File: src/rtl/sample_consensus_background_subtractor_macros.svh
// assertion macros for the background subtractor
`ifndef SAMPLE_CONSENSUS_BACKGROUND_SUBTRACTOR_MACROS_SVH
`define SAMPLE_CONSENSUS_BACKGROUND_SUBTRACTOR_MACROS_SVH

// same-cycle implication on clk, off during reset
`define SCBS_ASSERT_NOW(lbl, ante, cons) \
	lbl: assert property (@(posedge clk) disable iff (!arst_n) (ante) |-> (cons)) \
		else $error("scbs assertion failed");

// next-cycle implication on clk, off during reset
`define SCBS_ASSERT_NEXT(lbl, ante, cons) \
	lbl: assert property (@(posedge clk) disable iff (!arst_n) (ante) |=> (cons)) \
		else $error("scbs assertion failed");

`endif

File: src/rtl/scbs_pkg.sv
// package: types, constants and helpers of the background subtractor
`timescale 1ns / 1ps
package scbs_pkg;
	localparam int SAMPLES = 20;
	localparam int SLOT_W = 5;
	localparam int ROW_W = 7;
	localparam int COL_W = 7;
	localparam int PIDX_W = ROW_W + COL_W;
	localparam int PIXELS = 2 ** PIDX_W;
	localparam int MATCH_W = 5;
	localparam int CFG_IDX_W = 3;
	localparam int CFG_DATA_W = 8;
	localparam logic [7:0] MAX_ROWS = 8'd128;
	localparam logic [7:0] MAX_COLS = 8'd128;
	localparam logic [7:0] COUNT_MAX = 8'd255;

	localparam logic [CFG_IDX_W-1:0] REG_BG_QUORUM = 3'd0;
	localparam logic [CFG_IDX_W-1:0] REG_RADIUS = 3'd1;
	localparam logic [CFG_IDX_W-1:0] REG_PERSIST_LIMIT = 3'd2;
	localparam logic [CFG_IDX_W-1:0] REG_ROWS_IN_USE = 3'd3;
	localparam logic [CFG_IDX_W-1:0] REG_COLS_IN_USE = 3'd4;

	localparam logic CMD_LOAD = 1'b0;
	localparam logic CMD_CLASSIFY = 1'b1;

	localparam logic signed [1:0] OFFSETS [9] = '{
		-2'sd1, 2'sd0, 2'sd1, -2'sd1, 2'sd1, -2'sd1, 2'sd0, 2'sd1, 2'sd0
	};

	typedef struct packed {
		logic       command;
		logic [6:0] row;
		logic [6:0] col;
		logic [7:0] pixel;
		logic [4:0] sample_pick;
		logic [4:0] neighbour_sample_pick;
		logic [3:0] self_draw;
		logic [3:0] neighbour_draw;
		logic [3:0] dy_pick;
		logic [3:0] dx_pick;
		logic [3:0] absorb_draw;
	} in_word_t;

	typedef struct packed {
		logic       foreground;
		logic [7:0] persist_count;
	} out_word_t;

	typedef struct packed {
		logic [4:0] bg_quorum;
		logic [7:0] radius;
		logic [7:0] persist_limit;
		logic [7:0] rows_in_use;
		logic [7:0] cols_in_use;
	} cfg_t;

	typedef struct packed {
		logic              command;
		logic [PIDX_W-1:0] pidx;
		logic [PIDX_W-1:0] nidx;
		logic [7:0]        pixel;
		logic [SLOT_W-1:0] slot;
		logic [SLOT_W-1:0] nslot;
		logic              self_en;
		logic              nbr_en;
		logic              absorb_en;
	} job_t;

	typedef struct packed {
		logic clearing;
		logic idle;
	} back_stat_t;

	function automatic logic signed [1:0] pick_offset(logic [3:0] pick);
		logic signed [1:0] off;
		off = 2'sd0;
		if (pick <= 4'd8) begin
			off = OFFSETS[pick];
		end
		return off;
	endfunction
endpackage

File: src/rtl/scbs_front.sv
// front end: clamps coordinates, reduces picks and decodes draws into a job
`timescale 1ns / 1ps
module scbs_front (
	input  scbs_pkg::in_word_t in_word,
	input  scbs_pkg::cfg_t     cfg,
	output scbs_pkg::job_t     job
);
	logic [7:0] rows_eff, cols_eff;
	logic [6:0] r, c, nr, nc;
	logic signed [1:0] dy, dx;

	function automatic logic [6:0] move(logic [6:0] v, logic signed [1:0] off,
			logic [7:0] size);
		logic [6:0] res;
		res = v;
		if (off < 0) begin
			res = (v == 7'd0) ? 7'd0 : v - 7'd1;
		end else if (off > 0) begin
			res = (({1'b0, v} + 8'd1) >= size) ? 7'(size - 8'd1) : v + 7'd1;
		end
		return res;
	endfunction

	function automatic logic [4:0] slot_mod(logic [4:0] p);
		return (p >= 5'(scbs_pkg::SAMPLES)) ? p - 5'(scbs_pkg::SAMPLES) : p;
	endfunction

	always_comb begin
		rows_eff = (cfg.rows_in_use == 8'd0) ? 8'd1 :
			(cfg.rows_in_use > scbs_pkg::MAX_ROWS) ? scbs_pkg::MAX_ROWS : cfg.rows_in_use;
		cols_eff = (cfg.cols_in_use == 8'd0) ? 8'd1 :
			(cfg.cols_in_use > scbs_pkg::MAX_COLS) ? scbs_pkg::MAX_COLS : cfg.cols_in_use;
		r = ({1'b0, in_word.row} >= rows_eff) ? 7'(rows_eff - 8'd1) : in_word.row;
		c = ({1'b0, in_word.col} >= cols_eff) ? 7'(cols_eff - 8'd1) : in_word.col;
		dy = scbs_pkg::pick_offset(in_word.dy_pick);
		dx = scbs_pkg::pick_offset(in_word.dx_pick);
		nr = move(r, dy, rows_eff);
		nc = move(c, dx, cols_eff);
		job.command = in_word.command;
		job.pidx = {r, c};
		job.nidx = {nr, nc};
		job.pixel = in_word.pixel;
		job.slot = slot_mod(in_word.sample_pick);
		job.nslot = slot_mod(in_word.neighbour_sample_pick);
		job.self_en = (in_word.self_draw == 4'd0);
		job.nbr_en = (in_word.neighbour_draw == 4'd0);
		job.absorb_en = (in_word.absorb_draw == 4'd0);
	end
endmodule

File: config.mk
export PLATFORM = sky130hd
export DESIGN_NAME = scbs_front
export DESIGN_NICKNAME = d
export VERILOG_FILES = /design/src/rtl/sample_consensus_background_subtractor_macros.svh /design/src/rtl/scbs_pkg.sv /design/src/rtl/scbs_front.sv
export SDC_FILE = /design/constraint.sdc
export NUM_CORES = 1
export LEC_CHECK = 0
export CORE_ASPECT_RATIO = 1.75
export CORE_MARGIN = 1
export CORE_UTILIZATION = 65
export DETAILED_ROUTE_END_ITERATION = 6
export DONT_BUFFER_PORTS = 1
export PLACE_DENSITY = 0.82
export SLEW_MARGIN = 25
export SYNTH_ARGS = -nofsm -noshare
export SYNTH_HDL_FRONTEND = slang
export SYNTH_SLANG_ARGS = --single-unit
File: constraint.sdc
create_clock -name vclk -period 10.14
set_input_delay 1.521 -clock vclk [all_inputs]
set_output_delay 1.521 -clock vclk [all_outputs]
set_load 0.02 [all_outputs]
* Word-level counts from Yosys, hierarchy flattened
Memory sizes are Yosys's and may differ from the RTL's.
Cells that the tools add are included.
** Storage, ports and cells
- Memories kept :: 2
- Memory bits (read-only) :: 64
- Bits of input ports :: 90
- Flip-flop bits (word level) :: 0
** Memories
- (name not given) :: words 16, width 2, rd ports 1, clocked after Yosys merged registers in 0, write ports 0, RTL line scbs_pkg.sv:78 : off = OFFSETS[pick];
- (name not given) :: words 16, width 2, rd ports 1, clocked after Yosys merged registers in 0, write ports 0, RTL line scbs_pkg.sv:78
** Cells by class
- Mux-type cells :: 22
- Reduce and logical (&&, ||, !) cells :: 7
- Magnitude comparators :: 16
- Add/subtract/negate cells :: 10
- Bitwise operators :: 2
** Operators with widths (number)
- $mux 7 :: 10
- $mux 8 :: 4
- $sub 7x1->7 const B :: 4
- $ge 5x5->1 const B :: 4
- $add 7x1->8 const B :: 2
- $ge 7x8->1 :: 2
- $ge 8x8->1 :: 2
- $gt 8x8->1 const B :: 2
- $logic_not 8->1 :: 2
- $add 7x1->7 const B :: 2
- $logic_not 7->1 :: 2
- $logic_not 4->1 :: 3
- $mux 2 :: 6
- $mux 5 :: 2
- $not 4->5 :: 2
- $sub 5x5->5 const B :: 2
- $le 4x4->1 const B :: 2
- $gt 2x1->1 const B :: 2
- $lt 2x1->1 const B :: 2

* Depth between registers and ports, before layout
- Word-level depth :: 10
- Gate-level depth with buffers :: 27
- Mapped depth without buffers :: 23

* Worst setup path after synthesis
OpenSTA, ideal clock, no wires.
- Path type :: input to output
- Start point :: in cfg[11] in the netlist's numbering
- End point :: out job[29] in the netlist's numbering
- Required time :: 8.619 ns
- Arrival time :: 6.725 ns
- Setup slack :: 1.894 ns
- Cell stages on the path :: 25
- Cell sequence :: buf_6 > or4_4 > nor2_1 > a21oi_1 > inv_1 > ha_1 > nand2b_4 > a2111oi_4 > o32ai_2 > buf_6 > o21ai_0 > ha_1 > nand3_1 > mux2i_2 > nand3b_4 > or2_1 > nand2_1 > ha_1 > a2111oi_0 > o21ai_0 > o21a_1 > clkbuf_1 > mux2i_1 > mux2i_1 > o22ai_1
** RTL lines
- from (decl) :: RTL line scbs_front.sv:5 : input scbs_pkg::cfg_t cfg,
- to (decl) :: RTL line scbs_front.sv:6 : output scbs_pkg::job_t job

==> results.ini <==
[outcome]
outcome = completed

[worst_setup_path]
worstSetupPathType = input pin to primary output
critPathLaunchType = input pin
path_max_fanout = 11
worstSetupEndpointType = primary output
worst_ep_arrival_time_ns = 7.07
required_ns = 8.62

[drt]
dr.pass1.iters = 4
drt.antenna.violating_nets = 0
vias = 2977
drt-initial-drc-count = 70
route.detailed.drc = 0
wl_um = 7810
viasPerCell = 6.97
wl_per_cell_um = 18.3

[power_and_ir_drop]
p_comb_frac = 1.000
power_leakage_nw = 1.18
seqPwrFrac = 0
power_switching_share = 0.647
switchingPower_mw = 0.134
powerDensity_mw_per_mm2 = 73.5
p_int_mw = 0.0731
power.share.clock = 0
peakVddDrop_mv = 0.0528

[clock_tree]
post_cts_resized = 0
ctsHoldBuffers = 0
cts_setup_buffers = 0

[synth]
synthCells = 397
synthSimpleGateAreaFrac = 0.271
synth_compound_area_frac = 0.333
ys_warn_count = 0
synth_mux_area_frac = 0.0479
yosys.area_share.adder = 0.207
synth-seq-area-share = 0
ys_types = 75
syn_area_per_cell_um2 = 7.30
syn_nets = 535
synth_xor_area_frac = 0.0454
synth_top_family_by_area = compound AO/OA/AOI/OAI gates
synth_area_mm2 = 0.00290

[sta]
timing.final.max_slew_violations = 0
tns_ns = 0
tightest_slew_ns = 1.09
hold_viol_final = 0
min_period_ns = 8.59
maxSlewHeadroom = 0.264
finalSetupViolCount = 0
fin_ws_ns = 1.55
fin_crit_sh = 0.847
rsz0062_at_grt = false
max_freq_mhz = 116

[layout]
area_growth_pct = -2.59
seqCellArea_um2 = 0
drive_gt1_frac = 0.0926
antenna_cells = 0
nClkBuffers = 0
layout_common_cells = 48 x ha_1, 32 x nor2_1, 26 x nand2_1, 25 x inv_1, 24 x a21oi_1
fin_nets = 518
final_common_cell = ha_1
seq_cells = 0

[floorplan]
die_area_mm2 = 0.00474
die_width_um = 52.5
start_util = 0.691
row_count = 31
boundaryPins = 140
dieHeight_um = 90.3
core_mm2 = 0.00419

[min_path]
holdCritStartpoint = in_word[32]
hold_class = input pin to primary output
whs_path_depth = 0
worstHoldEndpoint = job[15]

[global_routing]
grt_pass1_vias = 2830
grt_antenna_before_repair = 0
grt_use_total = 0.321
grt_start_max_net_pins = 24
globalRouteOverflowTotal = 0
grt_pass1_wl_um = 12200

[run]
maxCapViolations = 0

[placed_design]
dp_hpwl_um = 6600
io_buffer_count = 0
pre_cts_ws_ns = 1.64
gp_congestion = 0.912

cells by family after synthesis:
family	count (synthesis)
buffers and inverters	51
adders and majority gates	48
and+or+nand+nor	145
AOI/OAI and AO/OA	125
muxes	13
xor gates and xnor gates	15
cell type report:
cell class,instances,area [um^2]
Tap cell,49,61.3
Inverter,28,110
Multi-Input combinational cell,346,2620
Fill cell,377,1370
Timing Repair Buffer,4,30.0
cells in the mapped netlist (all sizes together) (6+ instances only):
library cell,n,area [um^2]
ha,48,601
a21oi,24,120
inv,28,110
xnor2,10,87.6
nand2,26,97.6
nor2,33,131
nor4,10,62.6
nor3,13,65.1
a21o,6,45.0
buf,18,140
o22ai,7,50.1
nand2b,20,133
nand3,12,60.1
or3,6,37.5
o21a,7,52.6
o21ai,26,130
o31ai,7,71.3
a31oi,7,43.8
mux2i,9,93.8
power groups by stage:
stage	Clock, mW	Sequential (mW)	Combinational, mW
6_report	0	0	0.207
5_1_grt	0	0	0.227
4_1_cts	0	0	0.206
3_5_place_dp	0	0	0.205
3_3_place_gp	0	0	0.200
2_1_floorplan	0	0	0.179
worst max-delay path: stages:
cell	delay, ns
or4_4	0.54
nor3_1	0.18
o21a_1	0.30
ha_1	0.28
nand2b_1	0.14
a31oi_1	0.29
o211ai_1	0.30
nand2_1	0.38
nand2_1	0.10
o21ai_0	0.08
buf_4	0.19
ha_1	0.24
xor2_1	0.29
ha_1	0.30
a21o_1	0.17
a31oi_1	0.17
o21ai_0	0.21
a31oi_1	0.60
nand3_1	0.16
and3_1	0.22
o22ai_1	0.40
per-layer routing:
metal	share of wire	global-route usage
met1	0.32	0.280
met2	0.57	0.648
met3	0.065	0.0539
met4	0.043	0.134
met5	0	0
per-stage QoR:
step           area (um^2)  hold WS [ns]  total power, mW   util  cells
2_1_floorplan         2900          3.12            0.179      -    397
3_3_place_gp          2820          3.04            0.200  0.674    427
3_5_place_dp          2820          3.04            0.205  0.674    427
4_1_cts               2820          3.04            0.206  0.674    427
5_1_grt               2820          3.04            0.227  0.674    427
6_report              2820          3.04            0.207  0.674    427
worst max path at each step:
stage	depth (start not counted)	slack (ns)	startpoint	endpoint
6_report	21	1.55	cfg[6]	job[26]
5_1_grt	21	1.26	cfg[6]	job[26]
4_1_cts	21	1.62	cfg[6]	job[26]
3_5_place_dp	21	1.64	cfg[6]	job[26]
3_3_place_gp	21	1.72	cfg[6]	job[26]
2_1_floorplan	25	1.89	cfg[11]	job[29]
Note: power is estimated with default switching activity, not from simulation.
