`src/rtl/sample_consensus_background_subtractor_macros.svh`:
```
// assertion macros for the background subtractor
`ifndef SAMPLE_CONSENSUS_BACKGROUND_SUBTRACTOR_MACROS_SVH
`define SAMPLE_CONSENSUS_BACKGROUND_SUBTRACTOR_MACROS_SVH

// same-cycle implication on clk, off during reset
`define SCBS_ASSERT_NOW(lbl, ante, cons) \
	lbl: assert property (@(posedge clk) disable iff (!arst_n) (ante) |-> (cons)) \
		else $error("scbs assertion failed");

// next-cycle implication on clk, off during reset
`define SCBS_ASSERT_NEXT(lbl, ante, cons) \
	lbl: assert property (@(posedge clk) disable iff (!arst_n) (ante) |=> (cons)) \
		else $error("scbs assertion failed");

`endif

```
`src/rtl/scbs_pkg.sv`:
```
// package: types, constants and helpers of the background subtractor
`timescale 1ns / 1ps
package scbs_pkg;
	localparam int SAMPLES = 20;
	localparam int SLOT_W = 5;
	localparam int ROW_W = 7;
	localparam int COL_W = 7;
	localparam int PIDX_W = ROW_W + COL_W;
	localparam int PIXELS = 2 ** PIDX_W;
	localparam int MATCH_W = 5;
	localparam int CFG_IDX_W = 3;
	localparam int CFG_DATA_W = 8;
	localparam logic [7:0] MAX_ROWS = 8'd128;
	localparam logic [7:0] MAX_COLS = 8'd128;
	localparam logic [7:0] COUNT_MAX = 8'd255;

	localparam logic [CFG_IDX_W-1:0] REG_BG_QUORUM = 3'd0;
	localparam logic [CFG_IDX_W-1:0] REG_RADIUS = 3'd1;
	localparam logic [CFG_IDX_W-1:0] REG_PERSIST_LIMIT = 3'd2;
	localparam logic [CFG_IDX_W-1:0] REG_ROWS_IN_USE = 3'd3;
	localparam logic [CFG_IDX_W-1:0] REG_COLS_IN_USE = 3'd4;

	localparam logic CMD_LOAD = 1'b0;
	localparam logic CMD_CLASSIFY = 1'b1;

	localparam logic signed [1:0] OFFSETS [9] = '{
		-2'sd1, 2'sd0, 2'sd1, -2'sd1, 2'sd1, -2'sd1, 2'sd0, 2'sd1, 2'sd0
	};

	typedef struct packed {
		logic       command;
		logic [6:0] row;
		logic [6:0] col;
		logic [7:0] pixel;
		logic [4:0] sample_pick;
		logic [4:0] neighbour_sample_pick;
		logic [3:0] self_draw;
		logic [3:0] neighbour_draw;
		logic [3:0] dy_pick;
		logic [3:0] dx_pick;
		logic [3:0] absorb_draw;
	} in_word_t;

	typedef struct packed {
		logic       foreground;
		logic [7:0] persist_count;
	} out_word_t;

	typedef struct packed {
		logic [4:0] bg_quorum;
		logic [7:0] radius;
		logic [7:0] persist_limit;
		logic [7:0] rows_in_use;
		logic [7:0] cols_in_use;
	} cfg_t;

	typedef struct packed {
		logic              command;
		logic [PIDX_W-1:0] pidx;
		logic [PIDX_W-1:0] nidx;
		logic [7:0]        pixel;
		logic [SLOT_W-1:0] slot;
		logic [SLOT_W-1:0] nslot;
		logic              self_en;
		logic              nbr_en;
		logic              absorb_en;
	} job_t;

	typedef struct packed {
		logic clearing;
		logic idle;
	} back_stat_t;

	function automatic logic signed [1:0] pick_offset(logic [3:0] pick);
		logic signed [1:0] off;
		off = 2'sd0;
		if (pick <= 4'd8) begin
			off = OFFSETS[pick];
		end
		return off;
	endfunction
endpackage

```
`src/rtl/scbs_queue.sv`:
```
// two-entry job queue between front and back
`timescale 1ns / 1ps
module scbs_queue (
	input  logic           clk,
	input  logic           arst_n,
	input  logic           push,
	input  scbs_pkg::job_t push_job,
	input  logic           pop,
	output scbs_pkg::job_t head,
	output logic           full,
	output logic           empty
);
	scbs_pkg::job_t mem_q [2];
	logic       wr_q, rd_q;
	logic [1:0] cnt_q;

	assign head = mem_q[rd_q];
	assign full = (cnt_q == 2'd2);
	assign empty = (cnt_q == 2'd0);

	always_ff @(posedge clk) begin
		if (push) begin
			mem_q[wr_q] <= push_job;
		end
	end

	always_ff @(posedge clk or negedge arst_n) begin
		if (!arst_n) begin
			wr_q <= 1'b0;
			rd_q <= 1'b0;
			cnt_q <= 2'd0;
		end else begin
			if (push) begin
				wr_q <= ~wr_q;
			end
			if (pop) begin
				rd_q <= ~rd_q;
			end
			cnt_q <= cnt_q + 2'(push) - 2'(pop);
		end
	end
endmodule

```
`config.mk`:
```
export PLATFORM = sky130hd
export DESIGN_NAME = scbs_queue
export DESIGN_NICKNAME = d
export VERILOG_FILES = /design/src/rtl/sample_consensus_background_subtractor_macros.svh /design/src/rtl/scbs_pkg.sv /design/src/rtl/scbs_queue.sv
export SDC_FILE = /design/constraint.sdc
export NUM_CORES = 1
export LEC_CHECK = 0
export BUFFER_PORTS_ARGS = -buffer_cell sky130_fd_sc_hd__buf_2
export CAP_MARGIN = 0
export CORE_ASPECT_RATIO = 1.1
export CORE_UTILIZATION = 45
export DETAILED_ROUTE_END_ITERATION = 7
export PLACE_DENSITY_LB_ADDON = 0.12
export SYNTH_ARGS = -nofsm -noshare
export SYNTH_HDL_FRONTEND = slang
export SYNTH_SLANG_ARGS = --single-unit
```
`constraint.sdc`:
```
create_clock -name clk -period 3.45 [get_ports clk]
set_input_delay 0.5175 -clock clk [delete_from_list [all_inputs] [get_ports clk]]
set_output_delay 0.5175 -clock clk [all_outputs]
set_load 0.005 [all_outputs]
```
# Word-level counts from Yosys, hierarchy flattened
# Memory sizes are Yosys's and may differ from the RTL's.
# Index checks and enable logic that the tools add are counted.
totals:
  reg_bits: 4
  mem_bits_rw: 100
  inputBits: 54
  out_inout_bits: 52
  elab_cells: 12
  memories: 1
op_classes:
  n_addsub: 2
  eq_ne: 1
  muxes: 2
  bitwise_logic: 2
  reduce_logical: 1
mem_list:
  columns: ["memory", "depth", "width", "read_ports", "rd_clocked_by_memory_dff", "write_ports", "line_no", "rtl"]
  rows:
  - ["mem_q", 2, 50, 1, 0, 1, "scbs_queue.sv:13", "scbs_pkg::job_t mem_q [2];"]
op_table:
  columns: ["op", "n"]
  rows:
  - ["2-bit by 1-bit adder with 2-bit output", 1]
  - ["2-bit == test, second input constant", 1]
  - ["2-bit zero test", 1]
  - ["1-bit 2-to-1 mux", 2]
  - ["1-bit NOT", 2]
  - ["2-bit by 1-bit subtractor with 2-bit output", 1]

# Longest topological paths before layout
# Gate-level depths: netlist of the first run.
depth:
  word_depth: 2
  ltp_mapped: 5
  mapped_depth_nobuf: 5

# Worst setup path after synthesis of the first run
# OpenSTA, ideal clock, no wires.
synth_timing:
  path_kind: "input -> register"
  from: "input push"
  to: "memory mem_q[0][0] in the netlist's numbering (enable)"
  setup_time_ps: 464
  t_arrival_ps: 2734
  required_ps: 2986
  path_slack_ps: 252
  stages: 1
  n_path_buf: 0
  cell_sequence: "nor2b_1"
synth_via:
  elab_chain_cells: 2
synth_rtl:
  columns: ["element", "line_no", "rtl"]
  rows:
  - ["start, declared", "scbs_queue.sv:6", "input logic push,"]
  - ["1-bit 2-to-1 mux", "scbs_queue.sv:22", "if (push) begin"]
  - ["1-bit 2-to-1 mux (implied by the code)", "scbs_queue.sv:23", "mem_q[wr_q] <= push_job;"]
  - ["end, declared", "scbs_queue.sv:13", null]
# Every way passes these cells.

==> impl_metrics.tcl, run 1 <==
set metrics [dict create \
    wirelength_um 6110 \
    reg2reg_depth 2 \
    start_util 0.473 \
    r2r_end "mem_q[1][42]$_DFFE_PP_" \
    hp-class "in -> reg" \
    rsz0062_at_grt "no" \
    grt_pass1_wl_um 9250 \
    final_layout_size_suffix_gt1_frac 0.600 \
    slew_headroom 0.362 \
    clockRootBuffer "clkbuf_8" \
    status "completed" \
    dr_total_vias 1891 \
    yosysUniqueCellTypes 13 \
    drv_cap 0 \
    path_cells "mux2_2, buf_2" \
    synth_edf_count 100 \
    power.density_nw_per_um2 740 \
    min_period_over_period 0.723 \
    synthesis.nets 227 \
    io_pins 106 \
    ys_seq_area_frac 0.765 \
    clockBufferDepth 2 \
    crit_family "flip-flops" \
    cts_max_level 3 \
    fin_tns_setup_ps 0 \
    timing.final.hold_violations 0 \
    cp_num_buf_inv 1 \
    drt_pass1_iterations 4 \
    wire_per_inst_um 15.2 \
    dp.cells 384 \
    cts_tree "done" \
    crit_required_ps 2930 \
    crit_slowest_cell "dfrtp_4" \
    postRouteAntennaNets 0 \
    synth_ff_type "edfxtp_1" \
    rr_startpoint "wr_q$_DFFE_PN0P_" \
    core_area_um2 8580 \
    grt_pass1_vias 1874 \
    layoutNonFillerInstCount 401 \
    drtIter0Drc 40 \
    grt_usage 0.136 \
    tightestPinTransition_ps 957 \
    diodes 0 \
    post-cts-setup-buffer-count 0 \
    p_leak_nw 1.97 \
    cp-startpoint "rd_q$_DFFE_PN0P_" \
    clock_latency_ps 340 \
    overflow 0 \
    avgSynthCellArea_um2 23.7 \
    cp-endpoint "head[49]" \
    cts.sinks 104 \
    synthCells 171 \
    async_flop_share 0.0385 \
    dieArea_um2 9400 \
    max_stage_delay_ps 1070 \
    cp.depth 2 \
    cts_buffers 9 \
    vias_per_cell 4.72 \
    cp_data_arrival_time_ps 1980 \
    antenna_found_initial 0 \
    placement_rows 35 \
    hold_ws_ps 355 \
    finalSetupViolations 0 \
    synth_seq_cells 104 \
    fin_area_um2 4830 \
    die_y_um 102 \
    cp-end-kind "primary output" \
    critPathMaxFanout 51 \
    drc 0 \
    io_buffer_count 105 \
    clkSlewWorstSetupHoldPaths_ps 90 \
    whs_path_depth 1 \
    period_minus_slack_ps 2500 \
    die_x_um 92.5 \
    fin_skew_ps 7.20 \
    criticalPathCategory "reg -> out" \
    vdd_drop_max_mv 0.422 \
    globalplace.congestion 0.682 \
    timing.fmax_mhz 401 \
    yosysWarnings 0 \
    setup.worst_path.start_class "register" \
    syn-cell-area_um2 4060 \
    area_delta_synth_final_pct 19.1 \
    rrSetupSlack_ps 1650 \
    finalNetCount 341 \
    finalMaxSlewViolations 0 \
    placed_cell_area_um2 4660 \
    grt_max_degree 52 \
]
[synth_stat cells (2+ instances only)]
| cell | n | area (µm²) |
|---|---|---|
| inv_1 | 2 | 7.51 |
| mux2_4 | 49 | 736 |
| xor2_1 | 2 | 17.5 |
| nor2b_1 | 2 | 12.5 |
| edfxtp_1 | 100 | 3000 |
| ha_1 | 2 | 25.0 |
| dfrtp_1 | 4 | 100 |
| buf_12 | 5 | 100 |
[worst min-delay path by stage]
stage | start | to
after floorplan | arst_n | cnt_q[0]$_DFF_PN0_
after global placement | arst_n | cnt_q[0]$_DFF_PN0_
after detailed placement | arst_n | cnt_q[0]$_DFF_PN0_
after CTS | push_job[20] | mem_q[0][20]$_DFFE_PP_
after global routing | push_job[13] | mem_q[1][13]$_DFFE_PP_
final | push_job[13] | mem_q[1][13]$_DFFE_PP_
[power breakdown]
part           switching (mW)  internal (mW)  leakage [nW]
combinational           0.355          0.676         0.909
clock                   0.377          0.262        0.0809
sequential              0.229           1.68         0.984
total                   0.961           2.62          1.97
[sequential cells by signal, indices dropped and copies added (netlist names)]
name and cells:
cnt_q 2, mem_q 100, rd_q 1, wr_q 1
[cells by family after synthesis]
kind of cell	count (synthesis)	share of synthesized area
adder cells (fa/ha/maj)	2	0.00617
XOR/XNOR	3	0.0102
AND/OR/NAND/NOR	4	0.00555
flip-flops	104	0.765
multiplexers	50	0.184
buffers and inverters	8	0.0293
[stage by stage]
step / total power, mW / worst slack, ps / util
after floorplan: 2.69 / 252 / -
after global placement: 2.98 / 1310 / 0.543
after detailed placement: 3.00 / 1310 / 0.543
after CTS: 3.63 / 912 / 0.563
after global routing: 3.77 / 867 / 0.563
final: 3.58 / 955 / 0.563
[repair_timing]
item	4_1_cts	5_1_grt
endpoints found under the hold margin	4	0
setup endpoints to repair	0	0
hold buffers	1	0
gates resized for setup	0	0
[area by class of cell]
cell class / count / area, µm²
multi-input cells: 59 / 845
fillers: 706 / 3750
clock buffers: 11 / 131
repair buffers: 109 / 571
well taps: 111 / 139
flip-flops and latches: 104 / 3110
clock inverters: 5 / 33.8
inverters: 2 / 7.51
[worst reg2reg max path: stages, from the launching register on]
cell	delay (ps)
dfrtp_1	430
and2_2	720
buf_4	350
[routing by layer]
| layer | GRT usage | vias up | wire length (µm) |
|---|---|---|---|
| met1 | 0.164 | 925 | 2600 |
| li1 | - | 892 | - |
| met4 | 0.0613 | 0 | 93 |
| met3 | 0.0405 | 9 | 402 |
| met2 | 0.227 | 65 | 3010 |
| met5 | 0 | - | 0 |
[cell usage in the layout, fill, tap and decap left out, drive strengths merged, types with 2 or more instances in the layout]
| cell | Yosys | final |
|---|---|---|
| buf | 6 | 108 |
| edfxtp | 100 | 100 |
| mux2 | 50 | 50 |
| clkbuf | 0 | 11 |
| dfrtp | 4 | 4 |
| clkinv | 0 | 4 |
| inv | 2 | 2 |
| xor2 | 2 | 2 |
| ha | 2 | 2 |
| nor2b | 2 | 2 |
(Power assumes the default switching activity.)
==> run 2, diff against run 1 <==
- clock period: 3.45 -> 2.1 ns (I/O delays scaled with it)
==> run 2 against run 1 <==
Net effect: die area stayed put; power is 68% higher; clock-buffer cell count stayed put; critical path type unchanged; wire length is 2.5% higher; flip-flop and latch count stayed put; clock skew is 2.8 ps higher; clock power is 66% higher; register-to-register slack worse by 990 ps; worst hold slack worse by 220 ps; global-route usage is 0.29 points higher; via count is 0.32% lower; final cell count is 1.0% higher.
==> impl_metrics.tcl, run 2 (same netlist as run 1, synthesis figures left out) <==
set metrics [dict create \
    start_util 0.473 \
    dp.cells 388 \
    hp-start "push_job[1]" \
    io_buffer_count 105 \
    nFillCells 690 \
    final_cell_mix "105 x buf_2, 100 x edfxtp_1, 49 x mux2_4" \
    globalplace.congestion 0.701 \
    vdd_drop_max_mv 0.624 \
    multiInputGateArea_um2 845 \
    antenna_found_initial 0 \
    dr_total_vias 1885 \
    hold_ws_ps 137 \
    placement_rows 35 \
    period_minus_slack_ps 1940 \
    area_delta_synth_final_pct 21.4 \
    core_area_um2 8580 \
    path_cells "buf_12, mux2_4, buf_2" \
    die_y_um 102 \
    finalMaxSlewViolations 0 \
    critPathMaxFanout 14 \
    grt_pass1_wl_um 9440 \
    grt_usage 0.139 \
    dieArea_um2 9400 \
    status "completed" \
    timing.fmax_mhz 516 \
    clock_latency_ps 360 \
    fin_tns_setup_ps 0 \
    finalSetupViolations 0 \
    cts.sinks 104 \
    fin_skew_ps 10.0 \
    crit_family "flip-flops" \
    grt_max_degree 30 \
    power.density_nw_per_um2 1220 \
    cp_num_buf_inv 2 \
    clockRootBuffer "clkbuf_8" \
    drt_pass1_iterations 4 \
    dp_hpwl_um 4320 \
    cp-end-kind "primary output" \
    max_stage_delay_ps 620 \
    hp-class "in -> reg" \
    clkSlewWorstSetupHoldPaths_ps 100 \
    overflow 0 \
    finalNetCount 345 \
    drv_cap 0 \
    final_layout_size_suffix_gt1_frac 0.605 \
    cts_max_level 3 \
    postRouteAntennaNets 0 \
    regMostFlops "mem_q" \
    cp-startpoint "rd_q$_DFFE_PN0P_" \
    drc 0 \
    reg.largest.list "mem_q (100), cnt_q (2)" \
    crit_required_ps 1780 \
    fin_area_um2 4930 \
    hold_end "mem_q[0][1]$_DFFE_PP_" \
    criticalPathCategory "reg -> out" \
    rr_startpoint "wr_q$_DFFE_PN0P_" \
    clockBufferDepth 2 \
    grt_pass1_vias 1933 \
    r2r_end "mem_q[1][41]$_DFFE_PP_" \
    io_pins 106 \
    whs_path_depth 1 \
    cts_tree "done" \
    cts_buffers 9 \
    timing.final.hold_violations 0 \
    slew_headroom 0.682 \
    drtIter0Drc 64 \
    layout.area.seq_um2 3110 \
    rsz0062_at_grt "no" \
    rrSetupSlack_ps 660 \
    layoutNonFillerInstCount 405 \
    vias_per_cell 4.65 \
    cp_data_arrival_time_ps 1620 \
    largest_reg_flops 100 \
    placed_cell_area_um2 4750 \
    p_leak_nw 2.00 \
    fin_util 0.574 \
    setup.worst_path.start_class "register" \
    reg2reg_depth 2 \
    layout_commonest_cell "buf_2" \
    post_cts_resized 0 \
    wirelength_um 6260 \
    min_period_over_period 0.924 \
    die_x_um 92.5 \
    tightestPinTransition_ps 476 \
    crit_slowest_cell "dfrtp_4" \
    diodes 0 \
    wire_per_inst_um 15.5 \
]
==> run 2: power breakdown <==
group	switching, mW	internal [mW]	total, mW
sequential	0.190	2.76	2.95
clock	0.634	0.428	1.06
combinational	0.795	1.22	2.02
total	1.62	4.41	6.03
==> run 2: what timing repair did <==
item	in CTS	in global routing
buffers inserted	0	0
hold buffers	1	0
endpoints found under the hold margin	4	0
==> run 2: final cells by class <==
type	instances	share of cell area
clock inverter	5	0.00686
inverter	2	0.00152
tap	111	0.0282
sequential	104	0.631
timing repair buffer	113	0.135
multi-input combinational	59	0.171
clock buffer	11	0.0267
==> run 2: layer usage <==
| layer | vias to the layer above | global-route usage | wire [µm] |
|---|---|---|---|
| li1 | 903 | - | - |
| met1 | 901 | 0.156 | 2510 |
| met2 | 68 | 0.235 | 3200 |
| met3 | 13 | 0.0450 | 414 |
| met4 | 0 | 0.0757 | 127 |
| met5 | - | 0 | 0 |
==> run 2: worst reg2reg max path: stages, from the launching register on <==
cell and delay (ps):
dfrtp_1 420, and2_2 480, buf_12 240
==> run 2: how the worst max path moves through the flow <==
stage | endpoint | slack (ps) | cells after the start
2_1_floorplan | mem_q[1][0]$_DFFE_PP_ | 70 | 1
3_3_place_gp | head[11] | 520 | 3
3_5_place_dp | head[11] | 510 | 3
4_1_cts | head[11] | 110 | 3
5_1_grt | head[9] | 80 | 3
6_report | head[11] | 160 | 3
==> run 2: through the flow <==
stage	setup slack [ps]	power (mW)
2_1_floorplan	66.3	4.41
3_3_place_gp	516	5.05
3_5_place_dp	514	5.07
4_1_cts	111	6.13
5_1_grt	81.4	6.35
6_report	160	6.03
